===== src/rtl/bfc_pkg.sv =====
// shared types and constants for the backlight fade controller
// no dependencies
package bfc_pkg;

    localparam int unsigned LEVEL_W   = 8;
    localparam int unsigned BRIGHT_W  = 8;
    localparam int unsigned TIME_W    = 32;
    localparam int unsigned DELAY_W   = 16;
    localparam int unsigned TABLE_W   = 64;
    localparam int unsigned IDX_W     = 3;

    localparam logic [IDX_W-1:0]    MAX_LEVEL     = 3'd7;
    localparam logic [BRIGHT_W-1:0] MIN_STEP      = 8'd2;
    localparam logic [TABLE_W-1:0]  TABLE_RESET   = {TABLE_W{1'b1}};
    localparam logic [DELAY_W-1:0]  DELAY_RESET   = 16'd3000;
    localparam logic [BRIGHT_W-1:0] BRIGHT_RESET  = 8'd255;

    typedef enum logic {
        REG_BRIGHTNESS_TABLE = 1'b0,
        REG_OFF_DELAY_MS     = 1'b1
    } t_cfg_reg;

    typedef struct packed {
        logic [BRIGHT_W-1:0] cur_bright;
        logic                enabled;
        logic                armed;
        logic [TIME_W-1:0]   req_time;
        logic [BRIGHT_W-1:0] written_drive;
    } t_state;

endpackage


===== src/rtl/backlight_fade_controller_unit.sv =====
// Backlight fade controller. One input word is one periodic tick carrying
// the light level, the on/off request and the millisecond time; each tick
// gives one output word with the drive value and a write strobe.
// Input channel: i_valid / o_stall, word taken when i_valid && !o_stall.
// Output channel: o_valid / i_stall, word taken when o_valid && !i_stall.
// Config channel: i_cfg_valid / o_cfg_ready (always ready), index 0 is the
// packed brightness table, index 1 the off delay in ms.
// A tick is held in the input register, then one pass through the step
// logic updates the kept state and loads the result register. One tick
// per cycle sustained while the receiver does not stall, set by the
// single step from input register to result register.
// When the receiver stalls, the result register holds; the input register
// still takes one more word, then o_stall rises until the result is taken.
// Synchronous active-low reset empties both registers and loads full
// brightness, output enabled, timer disarmed, last written value zero, the
// all-ones table and a 3000 ms off delay.
// Depends on bfc_pkg and bfc_step.
module backlight_fade_controller_unit (
    input  logic                            i_clk,
    input  logic                            i_rst_n,
    input  logic                            i_valid,
    output logic                            o_stall,
    input  logic [bfc_pkg::LEVEL_W-1:0]     i_light_level,
    input  logic                            i_enable_request,
    input  logic [bfc_pkg::TIME_W-1:0]      i_now_ms,
    output logic                            o_valid,
    input  logic                            i_stall,
    output logic [bfc_pkg::BRIGHT_W-1:0]    o_drive_value,
    output logic                            o_write_strobe,
    input  logic                            i_cfg_valid,
    output logic                            o_cfg_ready,
    input  logic                            i_cfg_index,
    input  logic [bfc_pkg::TABLE_W-1:0]     i_cfg_data
);
    import bfc_pkg::*;

    logic [TABLE_W-1:0]  r_table;
    logic [DELAY_W-1:0]  r_delay;
    t_state              r_state;
    t_state              n_state;

    logic                r_in_valid;
    logic [LEVEL_W-1:0]  r_level;
    logic                r_request;
    logic [TIME_W-1:0]   r_now;

    logic                r_out_valid;
    logic [BRIGHT_W-1:0] r_drive;
    logic                r_strobe;
    logic [BRIGHT_W-1:0] n_drive;
    logic                n_strobe;

    logic                advance;
    logic                take_in;

    assign advance     = r_in_valid && (!r_out_valid || !i_stall);
    assign take_in     = !r_in_valid || advance;
    assign o_stall     = !take_in;
    assign o_cfg_ready = 1'b1;
    assign o_valid     = r_out_valid;
    assign o_drive_value  = r_drive;
    assign o_write_strobe = r_strobe;

    always_ff @(posedge i_clk) begin
        if (!i_rst_n) begin
            r_table <= TABLE_RESET;
            r_delay <= DELAY_RESET;
        end else if (i_cfg_valid) begin
            case (t_cfg_reg'(i_cfg_index))
                REG_BRIGHTNESS_TABLE: r_table <= i_cfg_data;
                REG_OFF_DELAY_MS:     r_delay <= i_cfg_data[DELAY_W-1:0];
                default:              r_table <= r_table;
            endcase
        end
    end

    always_ff @(posedge i_clk) begin
        if (!i_rst_n) begin
            r_in_valid <= 1'b0;
        end else if (take_in) begin
            r_in_valid <= i_valid;
        end
    end

    always_ff @(posedge i_clk) begin
        if (take_in && i_valid) begin
            r_level   <= i_light_level;
            r_request <= i_enable_request;
            r_now     <= i_now_ms;
        end
    end

    bfc_step u_step (
        .i_state          (r_state),
        .i_table          (r_table),
        .i_delay          (r_delay),
        .i_light_level    (r_level),
        .i_enable_request (r_request),
        .i_now_ms         (r_now),
        .o_state          (n_state),
        .o_drive_value    (n_drive),
        .o_write_strobe   (n_strobe)
    );

    always_ff @(posedge i_clk) begin
        if (!i_rst_n) begin
            r_state.cur_bright    <= BRIGHT_RESET;
            r_state.enabled       <= 1'b1;
            r_state.armed         <= 1'b0;
            r_state.req_time      <= '0;
            r_state.written_drive <= '0;
        end else if (advance) begin
            r_state <= n_state;
        end
    end

    always_ff @(posedge i_clk) begin
        if (!i_rst_n) begin
            r_out_valid <= 1'b0;
        end else if (!r_out_valid || !i_stall) begin
            r_out_valid <= r_in_valid;
        end
    end

    always_ff @(posedge i_clk) begin
        if (advance) begin
            r_drive  <= n_drive;
            r_strobe <= n_strobe;
        end
    end

endmodule


===== src/rtl/bfc_step.sv =====
// one tick of the fade controller: brightness step, off timer, drive value
// depends on bfc_pkg
module bfc_step (
    input  bfc_pkg::t_state                      i_state,
    input  logic [bfc_pkg::TABLE_W-1:0]          i_table,
    input  logic [bfc_pkg::DELAY_W-1:0]          i_delay,
    input  logic [bfc_pkg::LEVEL_W-1:0]          i_light_level,
    input  logic                                 i_enable_request,
    input  logic [bfc_pkg::TIME_W-1:0]           i_now_ms,
    output bfc_pkg::t_state                      o_state,
    output logic [bfc_pkg::BRIGHT_W-1:0]         o_drive_value,
    output logic                                 o_write_strobe
);
    import bfc_pkg::*;

    logic [IDX_W-1:0]    idx;
    logic [BRIGHT_W-1:0] target;
    logic [BRIGHT_W-1:0] diff;
    logic [BRIGHT_W-1:0] step;
    logic [TIME_W-1:0]   elapsed;
    logic [BRIGHT_W-1:0] drive;

    always_comb begin
        idx = (i_light_level > LEVEL_W'(MAX_LEVEL)) ? MAX_LEVEL : i_light_level[IDX_W-1:0];
        target = i_table[idx*BRIGHT_W +: BRIGHT_W];
    end

    // step by half the gap toward target; a zero half snaps to target
    always_comb begin
        diff = (i_state.cur_bright > target) ? (i_state.cur_bright - target)
                                             : (target - i_state.cur_bright);
        step = diff >> 1;
        if (step == '0) begin
            step = MIN_STEP;
        end
        o_state = i_state;
        if (i_state.cur_bright != target) begin
            if (diff < step) begin
                o_state.cur_bright = target;
            end else if (i_state.cur_bright > target) begin
                o_state.cur_bright = i_state.cur_bright - step;
            end else begin
                o_state.cur_bright = i_state.cur_bright + step;
            end
        end

        elapsed = i_now_ms - i_state.req_time;
        if (i_state.enabled != i_enable_request) begin
            if (!i_state.enabled) begin
                o_state.enabled = 1'b1;
                o_state.armed   = 1'b0;
            end else if (!i_state.armed) begin
                o_state.armed    = 1'b1;
                o_state.req_time = i_now_ms;
            end else if (elapsed > TIME_W'(i_delay)) begin
                o_state.enabled = 1'b0;
                o_state.armed   = 1'b0;
            end
        end else begin
            o_state.armed = 1'b0;
        end

        drive = o_state.enabled ? o_state.cur_bright : '0;
        o_write_strobe = (drive != i_state.written_drive);
        o_state.written_drive = drive;
        o_drive_value = drive;
    end

endmodule


===== config.mk =====
export PLATFORM = sky130hd
export DESIGN_NAME = backlight_fade_controller_unit
export DESIGN_NICKNAME = d
export VERILOG_FILES = /design/src/rtl/bfc_pkg.sv /design/src/rtl/backlight_fade_controller_unit.sv /design/src/rtl/bfc_step.sv
export SDC_FILE = /design/constraint.sdc
export NUM_CORES = 1
export LEC_CHECK = 0
export BUFFER_PORTS_ARGS = -buffer_cell sky130_fd_sc_hd__buf_4
export CAP_MARGIN = 20
export CORE_ASPECT_RATIO = 2
export CORE_UTILIZATION = 40
export CTS_CLUSTER_SIZE = 25
export DETAILED_ROUTE_END_ITERATION = 16
export RECOVER_POWER = 100
export SYNTH_ARGS = -nofsm -noshare
export SYNTH_HDL_FRONTEND = slang
export SYNTH_SLANG_ARGS = --single-unit

===== constraint.sdc =====
create_clock -name i_clk -period 7.57 [get_ports i_clk]
set_input_delay 0.757 -clock i_clk [delete_from_list [all_inputs] [get_ports i_clk]]
set_output_delay 0.757 -clock i_clk [all_outputs]
set_load 0.05 [all_outputs]

==> results of run 1 <==
==> routing by layer <==
metal	vias up	part of all wire, %	track usage, %	wire length, um
met2	252	56	47.4	19100
met3	94	2.5	3.62	854
met1	4786	35	22.2	11700
met5	-	0	0	0
met4	0	6.9	17.7	2360
li1	5146	-	-	-
==> synth_stat cells, types with 5 or more instances <==
| cell | count |
|---|---|
| edfxtp_1 | 50 |
| nand2b_1 | 11 |
| nor3_1 | 18 |
| a21oi_1 | 67 |
| a2111oi_0 | 5 |
| o31ai_1 | 12 |
| o21a_1 | 8 |
| o211ai_1 | 23 |
| ha_1 | 75 |
| a211oi_1 | 16 |
| and2_1 | 13 |
| inv_1 | 86 |
| o21ai_0 | 43 |
| dfxtp_1 | 132 |
| mux2_2 | 5 |
| mux2i_1 | 16 |
| nor4_1 | 8 |
| nand4_1 | 14 |
| xnor2_1 | 27 |
| a221oi_1 | 10 |
| nand2_1 | 303 |
| a21o_1 | 18 |
| nor2_1 | 74 |
| xor2_1 | 10 |
| nor2b_1 | 8 |
| o21bai_1 | 13 |
| clkbuf_1 | 66 |
| and4_1 | 5 |
| nand3_1 | 90 |
| a21boi_0 | 44 |
| or3_1 | 9 |
| a31oi_1 | 11 |
==> worst min path at each step <==
stage	cells past startpoint	slack (ns)	from	endpoint
after floorplan	2	0.44	r_table[32]	r_table[32]
after global placement	2	0.45	r_table[6]	r_table[6]
after detailed placement	2	0.46	r_table[51]	r_table[51]
after CTS	1	0.44	i_now_ms[13]	r_now[13]
after global routing	1	0.46	i_now_ms[13]	r_now[13]
final	2	0.47	r_table[51]	r_table[51]
==> logic make-up after synthesis <==
group | Yosys count | share of synthesized area [%]
AOI/OAI and AO/OA | 314 | 19.6
xor gates and xnor gates | 37 | 2.87
adders and majority gates | 79 | 9.02
buffers and inverters | 163 | 5.70
DFF | 182 | 36.7
muxes | 24 | 2.45
other | 1 | 0.0332
and+or+nand+nor | 588 | 23.7
==> power by group through the flow <==
stage	clock network (mW)	registers, mW	logic, mW
floorplan	0	1.28	1.92
global placement	0	1.22	3.22
detailed placement	0	1.22	3.23
CTS	0.945	1.20	3.25
global route	0.986	1.21	3.53
finish	0.924	1.20	3.26
==> what timing repair did <==
item | in CTS | in global routing
buffers inserted | 0 | 1
endpoints found under the hold margin | 0 | 0
endpoints found under the setup margin | 0 | 8
resized for setup | 0 | 20
==> registers in the layout, summed over array words and instances (netlist names) <==
signal / cells
o_drive_value: 8
r_level: 8
o_valid: 1
r_in_valid: 1
r_now: 32
r_request: 1
o_write_strobe: 1
r_table: 64
r_delay: 16
r_state: 50
==> worst reg2reg max path: cells and delay by family, from the launching register on <==
family | cells | cell delay, ns
flip-flops | 1 | 0.39
AND/OR/NAND/NOR | 11 | 3.24
adder cells (fa/ha/maj) | 2 | 0.57
multiplexers | 1 | 0.24
buffers and inverters | 5 | 0.72
AO/OA/AOI/OAI | 6 | 1.85
==> layout make-up <==
cell class | instances | area (sq um) | share of cell area [%]
clock inverters | 13 | 150 | 1.11
inverters | 87 | 327 | 2.41
well taps | 352 | 440 | 3.26
multi-input cells | 1043 | 6590 | 48.7
flip-flops and latches | 182 | 4140 | 30.6
repair buffers | 195 | 1410 | 10.4
clock buffers | 19 | 464 | 3.43
==> per-stage QoR <==
| step | utilization [%] | setup TNS [ns] | total power, mW | instance area, sq um |
|---|---|---|---|---|
| 2_1_floorplan | - | 0 | 3.20 | 11300 |
| 3_5_place_dp | 46.6 | 0 | 4.46 | 12900 |
| 3_3_place_gp | 46.6 | 0 | 4.44 | 12900 |
| 4_1_cts | 48.8 | 0 | 5.39 | 13500 |
| 6_report | 48.9 | 0 | 5.38 | 13500 |
| 5_1_grt | 48.9 | -0.00127 | 5.73 | 13500 |
==> impl_metrics.yaml, run 1 <==
synth:
  async_flop_share_pct: 0
  synth_top_area_share_pct: 23.4
  synthCells: 1388
  yosys_warnings: 0
  avgSynthCellArea_sq_um: 8.13
  synth_seq_cells: 182
  synth_top_area_cell: "dfxtp_1"
  syn-num-nets: 1578
  synth_area_leaders: "dfxtp_1, edfxtp_1, nand2_1"
  ys.flop_type: "dfxtp_1"
  netlist_area_sq_um: 11300
  seq_area_frac_synth_pct: 36.7
  ys_types: 84
  synth_enable_flop_cells: 50
clock_network:
  cts.sinks: 182
  cts_tree: "done"
  insertion_delay_ns: 0.46
  clock_path_buffers: 2
  cts_buffers: 17
  clkTransAtPathRegs_ns: 0.08
  htree_levels: 4
  hold_buffers: 0
  root_buffer: "clkbuf_16"
timing:
  drv_slew: 210
  max_slew_margin_pct: -147
  layout_setup_ws_ns: 0.333
  clock_skew_ns: 0.0138
  hold_slack_ns: 0.466
  hold_viol: 0
  finalSetupViolations: 0
  fin_crit_ns: 7.24
  worstMarginPinSlew_ns: 3.71
  fmax_ghz: 0.138
  period_share_pct: 95.6
placed_design:
  io_buffers: 121
  dpl.cell_count: 1857
  hpwl_mm: 27.0
  place_ws_ns: 0.0951
  place.gp.congestion: 0.957
pwr:
  combPwrFrac_pct: 60.5
  clkPwrFrac_pct: 17.2
  p_seq_share_pct: 22.3
  powerDensity_nw_per_um2: 398
  p_switching_mw: 2.27
  p_int_mw: 3.12
  p_leak_nw: 5.70
  ir_drop_mv: 0.262
  swShare_pct: 42.1
floorplanning:
  chipWidth_um: 121
  die_h_um: 240
  die_area_sq_um: 28900
  initial_core_util_pct: 40.8
  pin_count: 123
  row_count: 86
  coreArea_sq_um: 27700
worst_setup_path:
  critPathArrivalTime_ns: 7.45
  cp_common_cell: "buf_4"
  rr_worst_depth: 25
  worst-path-stages: 25
  r2r_slack_ns: 0.33
  r2r-end: "o_write_strobe"
  path_class: "register to register"
  crit_family: "simple AND/OR/NAND/NOR gates"
  crit_fanout: 6
  cp.required_ns: 7.78
  slowest_stage: "nor4_1"
  start_kind: "register"
  worst_setup_path_end_kind: "register"
  crit_path_start: "r_level[6]"
  crit_buf_inv: 5
  critPathCapture: "o_write_strobe"
  rr_startpoint: "r_level[6]"
  max_stage_delay_ns: 0.71
drt:
  drtIter0Drc: 491
  via_per_inst: 5.44
  wirelength_mm: 34.0
  num_vias: 10300
  drc: 0
  routedWlPerCell_um: 18.0
  drt_first_pass_iters: 5
  detail-route-antenna-nets: 0
global_routing:
  grt_pass1_wl_mm: 52.8
  grt_pass1_vias: 10200
  grt_max_degree: 91
  overflow: 0
  antenna_found_initial: 0
  grt.total_usage_pct: 24.3
final_layout:
  stdcell_count: 1891
  diodes: 0
  syn_to_final_growth_pct: 19.8
  mostFrequentLayoutCell: "nand2_1"
  final_cell_mix: "nand2_1, buf_4, dfxtp_1, nand3_1, inv_1"
  nFillCells: 2786
  layout.nets: 1716
  final_layout_size_suffix_gt1_share_pct: 16.4
worst_hold_path:
  hold_path_class: "register to register"
job:
  maxCapViolations: 4
run_status:
  violations: "max-capacitance violations, max-slew violations"
  status: "complete, but fails checks"
Power figures use the tool's default switching activity.
==> run 2, diff against run 1 <==
- CORE_UTILIZATION: 40 -> 50
- PLACE_DENSITY: unset -> 0.72
- SKIP_CTS_REPAIR_TIMING: unset -> 1
==> impl_metrics.yaml, run 2 (synthesis gave the netlist of run 1 again) <==
run_status:
  status: "complete, but fails checks"
  violations: "max-capacitance violations, max-slew violations"
clock_network:
  clkTransAtPathRegs_ns: 0.08
  cts_buffers: 17
  insertion_delay_ns: 0.46
  cts_tree: "done"
  clock_path_buffers: 2
  htree_levels: 4
  root_buffer: "clkbuf_16"
  cts.sinks: 182
final_layout:
  nFillCells: 2074
  top_regs: "r_table x64, r_state x50, r_now x32"
  syn_to_final_growth_pct: 18.2
  stdcell_count: 1811
  mostFrequentLayoutCell: "nand2_1"
  final_layout_size_suffix_gt1_share_pct: 16.2
  layout.nets: 1712
  postLayoutCellArea_sq_um: 13300
  regMostFlops: "r_table"
  final_cell_mix: "nand2_1, dfxtp_1, buf_4, nand3_1, inv_1"
  diodes: 0
  largest_reg_flops: 64
placed_design:
  dpl.cell_count: 1777
  io_buffers: 121
  place.gp.congestion: 0.960
  place_ws_ns: 0.0462
  place_area_sq_um: 12800
  hpwl_mm: 25.0
drt:
  num_vias: 10300
  wirelength_mm: 31.8
  detail-route-antenna-nets: 0
  drt_first_pass_iters: 5
  routedWlPerCell_um: 17.5
  drc: 0
  drtIter0Drc: 377
  via_per_inst: 5.71
worst_setup_path:
  worst_setup_path_end_kind: "register"
  crit_family: "simple AND/OR/NAND/NOR gates"
  crit_fanout: 11
  start_kind: "register"
  max_stage_delay_ns: 0.60
  slowest_stage: "or4_4"
  critPathArrivalTime_ns: 7.43
  cp_common_cell: "nor2_1"
  r2r_slack_ns: 0.33
  crit_buf_inv: 5
  cp.required_ns: 7.77
  path_class: "register to register"
global_routing:
  grt.total_usage_pct: 28.1
  overflow: 0
  grt_max_degree: 94
  antenna_found_initial: 0
  grt_pass1_vias: 10200
  grt_pass1_wl_mm: 49.9
pwr:
  p_leak_nw: 5.67
  total_power_mw: 5.27
  ir_drop_mv: 0.317
  powerDensity_nw_per_um2: 395
worst_hold_path:
  hold_path_class: "register to register"
timing:
  layout_setup_ws_ns: 0.332
  hold_viol: 0
  fmax_ghz: 0.138
  finalSetupViolations: 0
  period_share_pct: 95.6
  clock_skew_ns: 0.0171
  fin_crit_ns: 7.24
  setup_tns_ns: 0
  max_slew_margin_pct: -147
  drv_slew: 210
  worstMarginPinSlew_ns: 3.70
floorplanning:
  die_area_sq_um: 23200
  die_h_um: 215
  initial_core_util_pct: 50.9
  pin_count: 123
  chipWidth_um: 108
  row_count: 77
  coreArea_sq_um: 22200
job:
  maxCapViolations: 4
==> run 2: final timing paths <==
check	start	endpoint	cells after the start
setup reg to reg	r_level[6]	o_write_strobe	27
setup / recovery	r_level[6]	o_write_strobe	27
hold / removal	r_state[13]	r_state[13]	2
hold reg to reg	r_state[13]	r_state[13]	2
==> run 2: area by class of cell <==
class	count	area [sq um]	share of cell area, %
repair buffers	191	1390	10.4
clock inverters	15	134	1.00
clock buffers	17	425	3.19
flip-flops and latches	182	4140	31.1
well taps	276	345	2.59
multi-input cells	1043	6580	49.3
inverters	87	327	2.45
==> run 2: per-layer routing <==
layer  up-vias  track usage, %  part of all wire [%]
met1      4795            26.3                    35
met5         -               0                     0
met2       300            53.4                    55
met3       110            4.47                   3.5
met4         0            19.3                   6.6
li1       5139               -                     -
==> run 2: per-stage QoR <==
| step | hold slack [ns] | utilization [%] |
|---|---|---|
| 6_report | 0.468 | 60.2 |
| 5_1_grt | 0.470 | 60.2 |
| 4_1_cts | 0.451 | 60.1 |
| 3_5_place_dp | 0.459 | 57.6 |
| 3_3_place_gp | 0.450 | 57.6 |
| 2_1_floorplan | 0.435 | - |
==> run 2: worst register-to-register path, delay by kind of cell (launching register included) <==
| family | cells | cell delay [ns] |
|---|---|---|
| adders and majority gates | 2 | 0.66 |
| and+or+nand+nor | 9 | 2.22 |
| AOI/OAI and AO/OA | 8 | 2.10 |
| DFF | 1 | 0.37 |
| xor gates and xnor gates | 1 | 0.18 |
| buffers and inverters | 5 | 0.77 |
| muxes | 2 | 0.71 |
==> run 2: report_power, final <==
group	internal (mW)	total, mW	switching [mW]
registers	1.14	1.20	0.0631
clock network	0.433	0.852	0.419
logic	1.48	3.21	1.74
